### config.mk
export PLATFORM = sky130hd
export DESIGN_NAME = touch_auto_repeat_clock_control
export DESIGN_NICKNAME = d
export VERILOG_FILES = /design/src/rtl/tarcc_pkg.sv /design/src/rtl/touch_auto_repeat_clock_control.sv /design/src/rtl/tarcc_fsm.sv
export VERILOG_INCLUDE_DIRS = /design/src /design/src/rtl
export SDC_FILE = /design/constraint.sdc
export NUM_CORES = 1
export LEC_CHECK = 0
export ABC_AREA = 1
export BUFFER_PORTS_ARGS = -buffer_cell sky130_fd_sc_hd__buf_2
export CORE_UTILIZATION = 49
export DETAILED_ROUTE_END_ITERATION = 12
export PLACE_DENSITY = 0.75
export SYNTH_ARGS = -nofsm -noshare
export SYNTH_HDL_FRONTEND = slang
export SYNTH_SLANG_ARGS = --single-unit
### constraint.sdc
create_clock -name aclk -period 4.3 [get_ports aclk]
set_input_delay 0 -clock aclk [delete_from_list [all_inputs] [get_ports aclk]]
set_output_delay 0 -clock aclk [all_outputs]
set_load 0.02 [all_outputs]
### src/rtl/touch_auto_repeat_clock_control_defines.svh
// Assertion macros shared by the touch auto-repeat clock control RTL.
// Included by the modules that carry concurrent checks; no other dependencies.
`ifndef TOUCH_AUTO_REPEAT_CLOCK_CONTROL_DEFINES_SVH
`define TOUCH_AUTO_REPEAT_CLOCK_CONTROL_DEFINES_SVH

`ifndef SYNTHESIS
// Same-cycle implication, checked out of reset.
`define TARCC_ASSERT_IMPLY(lbl, clk, rstn, ante, cons, msg) \
    lbl: assert property (@(posedge clk) disable iff (!rstn) (ante) |-> (cons)) \
        else $error(msg);
// Next-cycle implication, checked out of reset.
`define TARCC_ASSERT_NEXT(lbl, clk, rstn, ante, cons, msg) \
    lbl: assert property (@(posedge clk) disable iff (!rstn) (ante) |=> (cons)) \
        else $error(msg);
`else
`define TARCC_ASSERT_IMPLY(lbl, clk, rstn, ante, cons, msg)
`define TARCC_ASSERT_NEXT(lbl, clk, rstn, ante, cons, msg)
`endif

`endif

### src/rtl/tarcc_pkg.sv
// Shared types and constants for the touch auto-repeat clock control block.
// Used by tarcc_fsm and the top level; no dependencies.
package tarcc_pkg;

    localparam int CNT_W  = 8;
    localparam int ADDR_W = 2;

    localparam logic [CNT_W-1:0] SETTLE_TICKS_RST = 8'd1;
    localparam logic [CNT_W-1:0] HOLD_TICKS_RST   = 8'd10;
    localparam logic [CNT_W-1:0] REPEAT_TICKS_RST = 8'd1;
    localparam logic [CNT_W-1:0] SECOND_TICKS_RST = 8'd20;

    localparam logic [ADDR_W-1:0] REG_SETTLE = 2'd0;
    localparam logic [ADDR_W-1:0] REG_HOLD   = 2'd1;
    localparam logic [ADDR_W-1:0] REG_REPEAT = 2'd2;
    localparam logic [ADDR_W-1:0] REG_SECOND = 2'd3;

    typedef enum logic [2:0] {
        PH_INIT    = 3'd0,
        PH_NEVER   = 3'd1,
        PH_WAIT    = 3'd2,
        PH_SETTLE  = 3'd3,
        PH_HOLD    = 3'd4,
        PH_REPEAT  = 3'd5,
        PH_REP_EXP = 3'd6,
        PH_ADD_SEC = 3'd7
    } phase_t;

    typedef struct packed {
        logic [CNT_W-1:0] settle_ticks;
        logic [CNT_W-1:0] hold_ticks;
        logic [CNT_W-1:0] repeat_ticks;
        logic [CNT_W-1:0] second_ticks;
    } cfg_t;

    typedef struct packed {
        phase_t phase;
        logic   touch_ack;
        logic   advance_second;
        logic   inc_dec_pulse;
    } result_t;

endpackage

### src/rtl/touch_auto_repeat_clock_control.sv
// Touch auto-repeat clock control: one tick beat in, one result beat out.
// Latency: a result beat is valid on the cycle after its tick is accepted.
// Throughput: one tick per cycle unless a pending result is held by m_tready;
// tarcc_fsm's update is combinational and the result register frees as it is taken.
// Reset (aresetn, synchronous, active low): phase init, counters zero,
// registers at their defaults, no result beat pending.
module touch_auto_repeat_clock_control (
    input  logic                           aclk,
    input  logic                           aresetn,
    input  logic                           s_tvalid,
    output logic                           s_tready,
    input  logic [7:0]                     s_tdata,   // [0] touched, [7:1] zero
    output logic                           m_tvalid,
    input  logic                           m_tready,
    // [0] inc_dec_pulse, [1] advance_second, [2] touch_ack, [5:3] phase, [7:6] zero
    output logic [7:0]                     m_tdata,
    input  logic                           cfg_wr_en,
    input  logic [tarcc_pkg::ADDR_W-1:0]   cfg_addr,
    input  logic [tarcc_pkg::CNT_W-1:0]    cfg_wdata
);
    import tarcc_pkg::*;

    cfg_t    cfg_reg;
    result_t fsm_result;
    result_t result_reg;
    logic    m_tvalid_reg;
    logic    step_en;

    // A new tick is taken whenever the result register is empty or draining.
    assign s_tready = !m_tvalid_reg || m_tready;
    assign step_en  = s_tvalid && s_tready;

    always_ff @(posedge aclk) begin
        if (!aresetn) begin
            cfg_reg.settle_ticks <= SETTLE_TICKS_RST;
            cfg_reg.hold_ticks   <= HOLD_TICKS_RST;
            cfg_reg.repeat_ticks <= REPEAT_TICKS_RST;
            cfg_reg.second_ticks <= SECOND_TICKS_RST;
        end else if (cfg_wr_en) begin
            case (cfg_addr)
                REG_SETTLE: cfg_reg.settle_ticks <= cfg_wdata;
                REG_HOLD:   cfg_reg.hold_ticks   <= cfg_wdata;
                REG_REPEAT: cfg_reg.repeat_ticks <= cfg_wdata;
                REG_SECOND: cfg_reg.second_ticks <= cfg_wdata;
                default: ;
            endcase
        end
    end

    tarcc_fsm u_fsm (
        .aclk    (aclk),
        .aresetn (aresetn),
        .step_en (step_en),
        .touched (s_tdata[0]),
        .cfg     (cfg_reg),
        .result  (fsm_result)
    );

    always_ff @(posedge aclk) begin
        if (!aresetn) begin
            m_tvalid_reg <= 1'b0;
        end else if (step_en) begin
            m_tvalid_reg <= 1'b1;
        end else if (m_tready) begin
            m_tvalid_reg <= 1'b0;
        end
    end

    always_ff @(posedge aclk) begin
        if (step_en) begin
            result_reg <= fsm_result;
        end
    end

    assign m_tvalid = m_tvalid_reg;
    assign m_tdata  = {2'b00, result_reg};

endmodule

### src/rtl/tarcc_fsm.sv
// Phase machine and tick counters of the touch auto-repeat clock control.
// Depends on tarcc_pkg and touch_auto_repeat_clock_control_defines.svh.
`include "touch_auto_repeat_clock_control_defines.svh"

module tarcc_fsm (
    input  logic              aclk,
    input  logic              aresetn,
    input  logic              step_en,
    input  logic              touched,
    input  tarcc_pkg::cfg_t   cfg,
    output tarcc_pkg::result_t result
);
    import tarcc_pkg::*;

    phase_t           phase_reg, phase_next;
    logic [CNT_W-1:0] settle_count_reg, settle_count_next;
    logic [CNT_W-1:0] hold_count_reg, hold_count_next;
    logic [CNT_W-1:0] repeat_count_reg, repeat_count_next;
    logic [CNT_W-1:0] second_count_reg, second_count_next;
    logic             inc_dec, adv, ack;

    always_comb begin
        phase_next        = phase_reg;
        settle_count_next = settle_count_reg;
        hold_count_next   = hold_count_reg;
        repeat_count_next = repeat_count_reg;
        second_count_next = second_count_reg;
        inc_dec           = 1'b0;
        adv               = 1'b0;
        ack               = 1'b0;

        // Phase actions come first; the transition tests see the updated counts.
        case (phase_reg)
            PH_WAIT: begin
                settle_count_next = '0;
                hold_count_next   = '0;
                repeat_count_next = '0;
                second_count_next = second_count_reg + 1'b1;
            end
            PH_SETTLE:  settle_count_next = settle_count_reg + 1'b1;
            PH_HOLD:    hold_count_next   = hold_count_reg + 1'b1;
            PH_REPEAT:  repeat_count_next = repeat_count_reg + 1'b1;
            PH_REP_EXP: repeat_count_next = '0;
            PH_ADD_SEC: begin
                adv               = 1'b1;
                second_count_next = second_count_reg + 1'b1;
            end
            default: ;
        endcase

        case (phase_reg)
            PH_INIT: phase_next = PH_NEVER;
            PH_NEVER, PH_WAIT: begin
                // A touch out of the never-touched phase always acknowledges,
                // even when the second rollover wins the transition.
                ack = touched && (phase_reg == PH_NEVER ||
                                  second_count_next != cfg.second_ticks);
                if (second_count_next == cfg.second_ticks) begin
                    phase_next        = PH_ADD_SEC;
                    second_count_next = '0;
                end else if (touched) begin
                    phase_next = PH_SETTLE;
                end
            end
            PH_SETTLE: begin
                if (settle_count_next == cfg.settle_ticks) begin
                    if (!touched) begin
                        inc_dec    = 1'b1;
                        phase_next = PH_WAIT;
                    end else begin
                        phase_next = PH_HOLD;
                    end
                end
            end
            PH_HOLD: begin
                if (!touched) begin
                    inc_dec    = 1'b1;
                    phase_next = PH_WAIT;
                end else if (hold_count_next == cfg.hold_ticks) begin
                    inc_dec    = 1'b1;
                    phase_next = PH_REPEAT;
                end
            end
            PH_REPEAT: begin
                if (!touched) begin
                    phase_next = PH_WAIT;
                end else if (repeat_count_next == cfg.repeat_ticks) begin
                    phase_next = PH_REP_EXP;
                end
            end
            PH_REP_EXP: begin
                if (!touched) begin
                    phase_next = PH_WAIT;
                end else begin
                    inc_dec    = 1'b1;
                    phase_next = PH_REPEAT;
                end
            end
            default: phase_next = PH_WAIT;
        endcase
    end

    always_ff @(posedge aclk) begin
        if (!aresetn) begin
            phase_reg        <= PH_INIT;
            settle_count_reg <= '0;
            hold_count_reg   <= '0;
            repeat_count_reg <= '0;
            second_count_reg <= '0;
        end else if (step_en) begin
            phase_reg        <= phase_next;
            settle_count_reg <= settle_count_next;
            hold_count_reg   <= hold_count_next;
            repeat_count_reg <= repeat_count_next;
            second_count_reg <= second_count_next;
        end
    end

    assign result.phase          = phase_next;
    assign result.touch_ack      = ack;
    assign result.advance_second = adv;
    assign result.inc_dec_pulse  = inc_dec;

    `TARCC_ASSERT_IMPLY(a_adv_from_add_sec, aclk, aresetn,
        step_en && result.advance_second, phase_reg == PH_ADD_SEC,
        "advance pulse outside the add-second phase")
    `TARCC_ASSERT_IMPLY(a_ack_to_settle, aclk, aresetn,
        step_en && result.touch_ack && second_count_next != cfg.second_ticks,
        result.phase == PH_SETTLE, "touch acknowledge without entering settle")
    `TARCC_ASSERT_NEXT(a_add_sec_to_wait, aclk, aresetn,
        step_en && phase_reg == PH_ADD_SEC, phase_reg == PH_WAIT,
        "add-second phase did not return to wait")
    `TARCC_ASSERT_NEXT(a_hold_without_tick, aclk, aresetn,
        !step_en, $stable(phase_reg) && $stable(second_count_reg),
        "state moved without an accepted tick")

endmodule
==> impl_metrics.yaml, run 1 <==
run_status:
  status: "finished, final reports clean"
critical_path:
  cp-start-kind: "flop"
  cp_max_fo: 27
  worstSetupEndpointType: "flop"
  r2r_slack_ps: 1580
  crit_required_ps: 4390
  worstPathArrival_ps: 2800
  critical_path_class: "reg -> reg"
layout:
  syn_to_final_growth_pct: 9.559
  design_area_um2: 4718
  largest_register_ff_count: 32
  n_antenna_cell: 0
  nFillCells: 840
  fin_nets: 720
  final_cell_mix: "nand2_1, inv_1, nand3_1, dfxtp_1, a21oi_1"
  final_common_cell: "nand2_1"
  drive_above_1_share: 0.07880
floorplanning:
  core_um2: 8341
  ios: 33
  fp.dieH_um: 95.75
  die_x_um: 95.75
  initial_core_util: 0.5164
  fp-row-count: 33
  die_area_um2: 9168
placed_design:
  dp_hpwl_um: 7651
  portBuffers: 23
  gp_congestion: 0.8763
  dpl-instance-area_um2: 4439
global_route:
  grt_remaining_overflow: 0
  grtUsageTotal: 0.2717
  grt_max_degree: 58
  antenna_found_initial: 0
  grt_pass1_wl_um: 19140
  grt_pass1_vias: 4299
logic_synthesis:
  ys_warn_count: 0
  ys_seq_elements: 74
  synth_area_um2: 4307
  syn_avg_cell_area_um2: 6.399
  syn_inst: 673
  synth_cell_types: 32
  ys_seq_area_frac: 0.3579
power:
  p_sw_frac: 0.3261
  pwr_density_cell_nw_per_um2: 341.9
  p_int_mw: 1.087
  p_leak_nw: 2.106
  max-vdd-ir-drop_mv: 0.1802
  power.switching_mw: 0.5260
  combPwrFrac: 0.193
  power.share.clock: 0.322
  seq_power_share: 0.485
route:
  drt-pass1-iter-count: 4
  wl_per_cell_um: 14.01
  wl_um: 11250
  ant_nets: 0
  vias_per_cell: 5.633
  drt_iter0_markers: 263
  met1_length_um: 4896
  via_count: 4523
  drc_errors: 0
  topRoutingLayerUsed: "met4"
  dr_wl_met3_um: 833
  wl_met2_um: 5274
timing:
  fin_crit_sh: 0.6318
  fmax_ghz: 0.3681
  setup_viol: 0
  hold_viol: 0
  max_slew_margin: 0.3950
  skew_ps: 10.09
  rsz0062_at_grt: "false"
  finalCriticalPeriod_ps: 2717
  final-max-slew-violation-count: 0
  holdWs_ps: 62.09
  fin_setup_tns_ps: 0
  tightestPinTransition_ps: 900.6
clock_network:
  postCtsResizedCells: 0
  numClockSinks: 74
  clock_path_buffers: 2
  clock_latency_ps: 350
  cts_hold_buf: 9
  cts_root_buf: "clkbuf_8"
  cts_tree: "done"
  numCtsBuffers: 9
  htreeDepth: 3
  clkTransAtPathRegs_ps: 80
  postCtsSetupBuffers: 0
flow_run:
  drv_cap: 0
worst_hold_path:
  hold_class: "in -> reg"
worst paths after layout:
kind	startpoint	end	depth (start not counted)
worst min-delay path	cfg_wdata[6]	cfg_reg[30]$_SDFFE_PN0P_	3
worst min register to register	cfg_reg[10]$_SDFFE_PN0P_	cfg_reg[10]$_SDFFE_PN0P_	2
worst max-delay path	u_fsm.phase_reg[2]$_SDFFE_PN0P_	m_tdata[3]$_DFFE_PP_	13
worst max register to register	u_fsm.phase_reg[2]$_SDFFE_PN0P_	m_tdata[3]$_DFFE_PP_	13
logic make-up (layout without fill, tap and decap cells):
logic type | after synthesis | in the layout | share of synthesized area
AOI/OAI and AO/OA | 124 | 124 | 0.1493
xor gates and xnor gates | 1 | 1 | 0.002034
adders and majority gates | 4 | 4 | 0.01162
buffers and inverters | 113 | 137 | 0.1060
DFF | 74 | 74 | 0.3579
other | 1 | 2 | 0.0008708
and+or+nand+nor | 356 | 356 | 0.3722
power by group through the flow:
stage / clock (mW) / sequential [mW] / combinational (mW)
global route: 0.561 / 0.788 / 0.355
detailed placement: 0 / 0.796 / 0.298
global placement: 0 / 0.794 / 0.291
floorplan: 0 / 0.790 / 0.230
finish: 0.520 / 0.782 / 0.311
CTS: 0.531 / 0.781 / 0.307
layout make-up:
type                       instances  area (µm²)  share of cell area
tap                              105       131.4             0.02784
sequential                        74        1541              0.3267
multi-input combinational        487        2312              0.4901
inverter                          88       331.6             0.07027
timing repair buffer              33       212.7             0.04508
clock inverter                     5       36.28            0.007690
clock buffer                      11       152.6             0.03235
cell usage after synthesis:
master / count / share of area
clkinv_1: 3 / 0.0026
a21oi_1: 60 / 0.070
buf_4: 3 / 0.0052
dfxtp_1: 68 / 0.32
conb_1: 1 / 0.00087
edfxtp_1: 6 / 0.042
nand3_4: 1 / 0.0041
nor2_2: 3 / 0.0044
clkbuf_4: 1 / 0.0017
inv_2: 2 / 0.0017
a211oi_1: 1 / 0.0017
nand4_1: 33 / 0.048
nand3_2: 5 / 0.012
xnor2_1: 1 / 0.0020
nor3_1: 3 / 0.0035
a31oi_1: 1 / 0.0015
clkbuf_1: 18 / 0.016
ha_1: 4 / 0.012
o22ai_1: 1 / 0.0015
o21bai_1: 3 / 0.0052
buf_6: 2 / 0.0052
nand2_2: 4 / 0.0058
nor2_1: 46 / 0.040
nand3_1: 79 / 0.092
clkinv_2: 1 / 0.0012
o21ai_0: 54 / 0.063
inv_1: 82 / 0.071
buf_2: 1 / 0.0012
o211ai_1: 3 / 0.0052
o31ai_1: 1 / 0.0017
nand2_1: 177 / 0.15
nand3b_1: 5 / 0.0087
routing by layer:
| layer | vias up | GRT usage |
|---|---|---|
| met2 | 162 | 0.4500 |
| met3 | 24 | 0.05450 |
| met5 | - | 0 |
| li1 | 2262 | - |
| met1 | 2075 | 0.3392 |
| met4 | 0 | 0.1269 |
worst max-delay path, stage by stage (launching register included):
cell and delay [ps]:
dfxtp_1 580, clkinv_2 210, nand3_4 340, nand2_2 250, inv_1 130, nand2_1 90
nand2_1 70, nand2_1 50, nand3_1 90, nor2_2 60, nand3_2 220, nand2_1 90
nor2_1 170, nand3_1 120
stage by stage:
step	setup slack [ps]	std cells	util	total power [mW]
2_1_floorplan	2410	674	-	1.019
3_3_place_gp	1690	778	0.5323	1.085
3_5_place_dp	1640	778	0.5323	1.094
4_1_cts	1646	803	0.5657	1.618
5_1_grt	1342	803	0.5657	1.704
6_report	1583	803	0.5657	1.613
Note: power is estimated with default switching activity, not from simulation.
==> run 2: changes to the inputs <==
PLACE_DENSITY = 0.78   (was 0.75)
clock period = 2.2 ns   (was 4.3 ns; I/O delays follow)
==> run 2 against run 1 <==
Effect of this change:
- worst setup slack lost 1400 ps
- worst hold slack lost 42 ps
- die area is the same
- utilization grew 3.7 points
- wire length shrank 0.25%
- count of clock-buffer cells in the layout is the same
- critical path depth grew 1
- highest routed layer unchanged
==> impl_metrics.yaml, run 2 (same netlist as run 1, synthesis figures left out) <==
power:
  max-vdd-ir-drop_mv: 0.4577
  pwr_density_cell_nw_per_um2: 670.5
  p_leak_nw: 2.248
  combPwrFrac: 0.200
  p_int_mw: 2.315
  power.share.clock: 0.347
  p_sw_frac: 0.3125
  power.switching_mw: 1.053
  seq_power_share: 0.453
route:
  wl_um: 11220
  ant_nets: 0
  via_count: 4562
  drt-pass1-iter-count: 6
  wl_per_cell_um: 13.58
  drt_iter0_markers: 353
  vias_per_cell: 5.523
  drc_errors: 0
global_route:
  use_met2: 0.4327
  busiest_layer: "met2"
  grt_max_degree: 50
  grtUsageTotal: 0.2610
  antenna_found_initial: 0
  grt_pass1_vias: 4189
  met3_usage: 0.05687
  use_met1: 0.3382
  grt_remaining_overflow: 0
  grt_pass1_wl_um: 18770
timing:
  tightestPinTransition_ps: 673.4
  worst_slack_ps: 161.3
  fin_crit_sh: 0.9267
  finalCriticalPeriod_ps: 2039
  rsz0062_at_grt: "true"
  max_slew_margin: 0.5483
  fmax_ghz: 0.4905
  skew_ps: 9.207
  final-max-slew-violation-count: 0
  hold_viol: 0
  setup_viol: 0
  fin_setup_tns_ps: 0
floorplanning:
  die_area_um2: 9168
  initial_core_util: 0.5164
  die_x_um: 95.75
  ios: 33
  fp-row-count: 33
  core_um2: 8341
  fp.dieH_um: 95.75
placed_design:
  gp_congestion: 0.8956
  portBuffers: 23
  dpl-instance-area_um2: 4609
  dp_hpwl_um: 7964
  pre_cts_ws_ps: -4.243
layout:
  fin_util: 0.6023
  fin_nets: 743
  final_common_cell: "nand2_1"
  seqCellArea_um2: 1553
  design_area_um2: 5024
  largest_register_ff_count: 32
  nFillCells: 766
  multi_input_area_um2: 2395
  syn_to_final_growth_pct: 16.65
  final_cell_mix: "nand2_1, inv_1, nand3_1, dfxtp_1, a21oi_1"
  n_antenna_cell: 0
  drive_above_1_share: 0.1401
worst_hold_path:
  hold_class: "in -> reg"
critical_path:
  worstPathArrival_ps: 2260
  crit_slowest_cell: "dfxtp_1"
  cpMostUsedCell: "nand2_1"
  crit_chain: "buf_4 -> nand3_2 -> buf_4 -> nand3_1 -> nand2_1 -> nand2_1 -> nand2_1 -> nor2_1 -> nand2_1 -> nor2_4 -> nand3_4 -> buf_12 -> nand4_1 -> a21oi_1"
  crit_required_ps: 2420
  worstSetupEndpointType: "flop"
  cp-start-kind: "flop"
  cp_max_fo: 8
  critical_path_class: "reg -> reg"
  critPathMaxStageDelay_ps: 360
clock_network:
  numClockSinks: 74
  numCtsBuffers: 9
  clock_latency_ps: 350
  clock_path_buffers: 2
  clkTransAtPathRegs_ps: 80
  htreeDepth: 3
  cts_tree: "done"
  cts_root_buf: "clkbuf_8"
flow_run:
  drv_cap: 0
run_status:
  status: "finished, final reports clean"
==> run 2: cell count changes in the layout (fill, tap and decap cells not counted), sizes merged <==
| cell | before | now |
|---|---|---|
| clkinvlp | 1 | 0 |
| inv | 85 | 86 |
| clkinv | 7 | 6 |
| bufinv | 0 | 1 |
| nand2 | 181 | 182 |
| buf | 24 | 46 |
==> run 2: layout make-up <==
class / instances / area share
clock buffers: 11 / 0.03238
clock inverters: 5 / 0.01146
inverters: 88 / 0.06650
multi-input cells: 488 / 0.4767
flip-flops and latches: 74 / 0.3091
well taps: 105 / 0.02615
repair buffers: 55 / 0.07771
==> run 2: layer usage <==
metal / vias up / routed length (µm)
li1: 2314 / -
met1: 2069 / 5025
met2: 155 / 5230
met3: 24 / 733
met4: 0 / 229
met5: - / 0
==> run 2: path summary, 6_finish.rpt <==
| kind | start | to | slack (ps) | cells past startpoint |
|---|---|---|---|---|
| min reg2reg | cfg_reg[13]$_SDFFE_PN0P_ | cfg_reg[13]$_SDFFE_PN0P_ | 480 | 2 |
| max | u_fsm.phase_reg[2]$_SDFFE_PN0P_ | u_fsm.second_count_reg[5]$_SDFFE_PN0P_ | 160 | 14 |
| max reg2reg | u_fsm.phase_reg[2]$_SDFFE_PN0P_ | u_fsm.second_count_reg[5]$_SDFFE_PN0P_ | 160 | 14 |
| min | cfg_wdata[5] | cfg_reg[29]$_SDFFE_PN0P_ | 20 | 3 |
==> run 2: through the flow <==
stage	cells	hold slack [ps]	power (mW)
after CTS	824	21.09	3.344
final	826	20.41	3.368
after global placement	799	276.3	2.150
after global routing	826	40.23	3.544
after detailed placement	799	278.5	2.173
after floorplan	674	126.3	1.992
==> run 2: worst max-delay path, delay by kind of cell (launching register included) <==
family	cells	cell delay, ps
buf+inv	3	530
flops	1	360
compound gates	1	60
simple gates	10	970
==> run 2: timing repair <==
action / CTS / global route
buffers inserted: 0 / 1
resized for setup: 1 / 32
hold buffers: 9 / 0
gates cloned: 0 / 1
endpoints found under the hold margin: 13 / 0
endpoints found under the setup margin: 2 / 15
pin swaps: 0 / 4
==> run 2: power by group through the flow <==
stage	logic, mW	registers (mW)	clock network [mW]
final	0.674	1.53	1.17
after global routing	0.764	1.54	1.24
after CTS	0.637	1.52	1.19
after detailed placement	0.622	1.55	0
after global placement	0.604	1.55	0
after floorplan	0.449	1.54	0
==> run 3: changes to the inputs <==
--- a/config.mk
+++ b/config.mk
@@ -10,2 +10,3 @@
 export BUFFER_PORTS_ARGS = -buffer_cell sky130_fd_sc_hd__buf_2
+export CORE_MARGIN = 2
 export CORE_UTILIZATION = 49
==> constraint.sdc (replaced) <==
create_clock -name aclk -period 2.2 [get_ports aclk]
set_input_delay 0.66 -clock aclk [delete_from_list [all_inputs] [get_ports aclk]]
set_output_delay 0.66 -clock aclk [all_outputs]
set_load 0.02 [all_outputs]
==> run 3 against run 2 <==
Effect of this change:
- register-to-register slack got worse by 60 ps
- largest cell class unchanged
- cell count decreased by 0.85%
- highest routed layer is now met5
- sequential power about the same
- worst setup slack got worse by 64 ps
- global-route usage decreased by 2.5 points
- combinational power about the same
==> impl_metrics.yaml, run 3 (same netlist as run 1, synthesis figures left out) <==
run_status:
  status: "finished, final reports clean"
placed_design:
  dp.cells: 800
  pre_cts_ws_ps: 18.04
  gp_congestion: 0.9343
  portBuffers: 23
  dp_hpwl_um: 7944
global_route:
  grt_max_degree: 58
  antenna_found_initial: 1
  grt_pass1_wl_um: 18710
  grtUsageTotal: 0.2360
  grt_pass1_vias: 4262
  grt_remaining_overflow: 0
critical_path:
  worstSetupEndpointType: "flop"
  startpoint: "u_fsm.phase_reg[1]$_SDFFE_PN0P_"
  path_buf_inv: 3
  crit_chain: "buf_4 -> nand3_2 -> buf_4 -> nand3_1 -> nand2_1 -> nand2_1 -> nand2_1 -> nor2_1 -> nand2_1 -> nor2_4 -> nand3_2 -> buf_4 -> nand4_1 -> a21oi_1"
  cp_max_fo: 8
  worstPathArrival_ps: 2340
  cp_top_family: "simple AND/OR/NAND/NOR gates"
  r2r_slack_ps: 100
  crit_required_ps: 2430
  cpMostUsedCell: "nand2_1"
  crit_slowest_cell: "dfxtp_4"
  critical_path_class: "reg -> reg"
  critPathMaxStageDelay_ps: 390
  crit-reg2reg-launch: "u_fsm.phase_reg[1]$_SDFFE_PN0P_"
  cp-start-kind: "flop"
worst_hold_path:
  hold_start: "cfg_reg[21]$_SDFFE_PN0P_"
  hold_class: "reg -> reg"
timing:
  fin_setup_tns_ps: 0
  rsz0062_at_grt: "true"
  holdWs_ps: 473.9
  skew_ps: 9.335
  finalCriticalPeriod_ps: 2103
  setup_viol: 0
  fmax_ghz: 0.4756
  fin_crit_sh: 0.9558
  hold_viol: 0
  final-max-slew-violation-count: 0
  worst_slack_ps: 97.25
route:
  via_count: 4616
  dr_wl_met3_um: 628
  met1_length_um: 4953
  drt_iter0_markers: 369
  drc_errors: 0
  wl_um: 11340
  wl_met2_um: 5426
  vias_per_cell: 5.636
  wl_per_cell_um: 13.85
  topRoutingLayerUsed: "met5"
  ant_nets: 0
  drt-pass1-iter-count: 5
power:
  max-vdd-ir-drop_mv: 0.4039
  p_total_mw: 3.267
  pwr_density_cell_nw_per_um2: 660.4
  p_leak_nw: 2.195
clock_network:
  numClockSinks: 74
  clock_latency_ps: 350
  cts_root_buf: "clkbuf_8"
  clock_path_buffers: 2
  numCtsBuffers: 9
  clkTransAtPathRegs_ps: 80
  htreeDepth: 3
  cts_tree: "done"
floorplanning:
  core_um2: 8636
  fp.dieH_um: 97.75
  ios: 33
  initial_core_util: 0.4987
  die_area_um2: 9555
  die_x_um: 97.75
  fp-row-count: 34
layout:
  seqCellArea_um2: 1562
  final_cell_mix: "nand2_1, inv_1, nand3_1, a21oi_1, dfxtp_1"
  fin_nets: 733
  multi_input_area_um2: 2430
  n_antenna_cell: 0
  instances_no_fill: 819
  nFillCells: 806
  largest_register_ff_count: 32
  final_common_cell: "nand2_1"
  drive_above_1_share: 0.1421
  syn_to_final_growth_pct: 14.87
flow_run:
  drv_cap: 0
## run 3: cell count changes in the layout (fill, tap and decap cells not counted), moves of 2 or more
cell	delta
nand3_2	+3
o21ai_0	+2
o21ai_1	-2
ha_4	+2
nor2_2	-2
dfxtp_1	-3
nor2_1	+2
inv_6	-2
dlygate4sd3_1	-9
dfxtp_4	+2
## run 3: cell type report
type	count	share of cell area
Clock buffer	11	0.02858
Tap cell	108	0.02731
Clock inverter	5	0.01088
Inverter	88	0.06727
Sequential cell	74	0.3156
Timing Repair Buffer	45	0.05918
Multi-Input combinational cell	488	0.4911
## run 3: worst register-to-register path, stage by stage, from the launching register on
cell and delay [ps]:
dfxtp_4 390, buf_4 150, nand3_2 140, buf_4 200, nand3_1 120, nand2_1 70
nand2_1 60, nand2_1 40, nor2_1 110, nand2_1 110, nor2_4 120, nand3_2 130
buf_4 200, nand4_1 80, a21oi_1 60
## run 3: repair_timing
action,4_1_cts,5_1_grt
hold buffers,0,0
pin swaps,0,7
setup buffers,0,2
cloned,0,1
setup endpoints to repair,1,16
gates resized for setup,1,37
## run 3: worst paths after layout
check                                                               to  cells after the start
worst min-delay path                          cfg_reg[21]$_SDFFE_PN0P_                      2
worst max-delay path            u_fsm.second_count_reg[1]$_SDFFE_PN0P_                     14
worst min register to register                cfg_reg[21]$_SDFFE_PN0P_                      2
worst max register to register  u_fsm.second_count_reg[1]$_SDFFE_PN0P_                     14
## run 3: stage by stage
stage                 util  instance area [µm²]
floorplan                -                 4310
global placement    0.5325                 4598
detailed placement  0.5325                 4598
CTS                 0.5556                 4798
global route        0.5729                 4947
finish              0.5729                 4947
## run 3: routing by layer
metal,global-route usage,up-vias
met5,0,-
met4,0.1015,2
met3,0.02863,26
met2,0.3973,170
met1,0.3069,2120
li1,-,2298
## run 3: report_power, final
part           total (mW)  switching (mW)  internal (mW)
logic               0.671           0.437          0.234
registers            1.53          0.0821           1.45
clock network        1.07           0.514          0.552
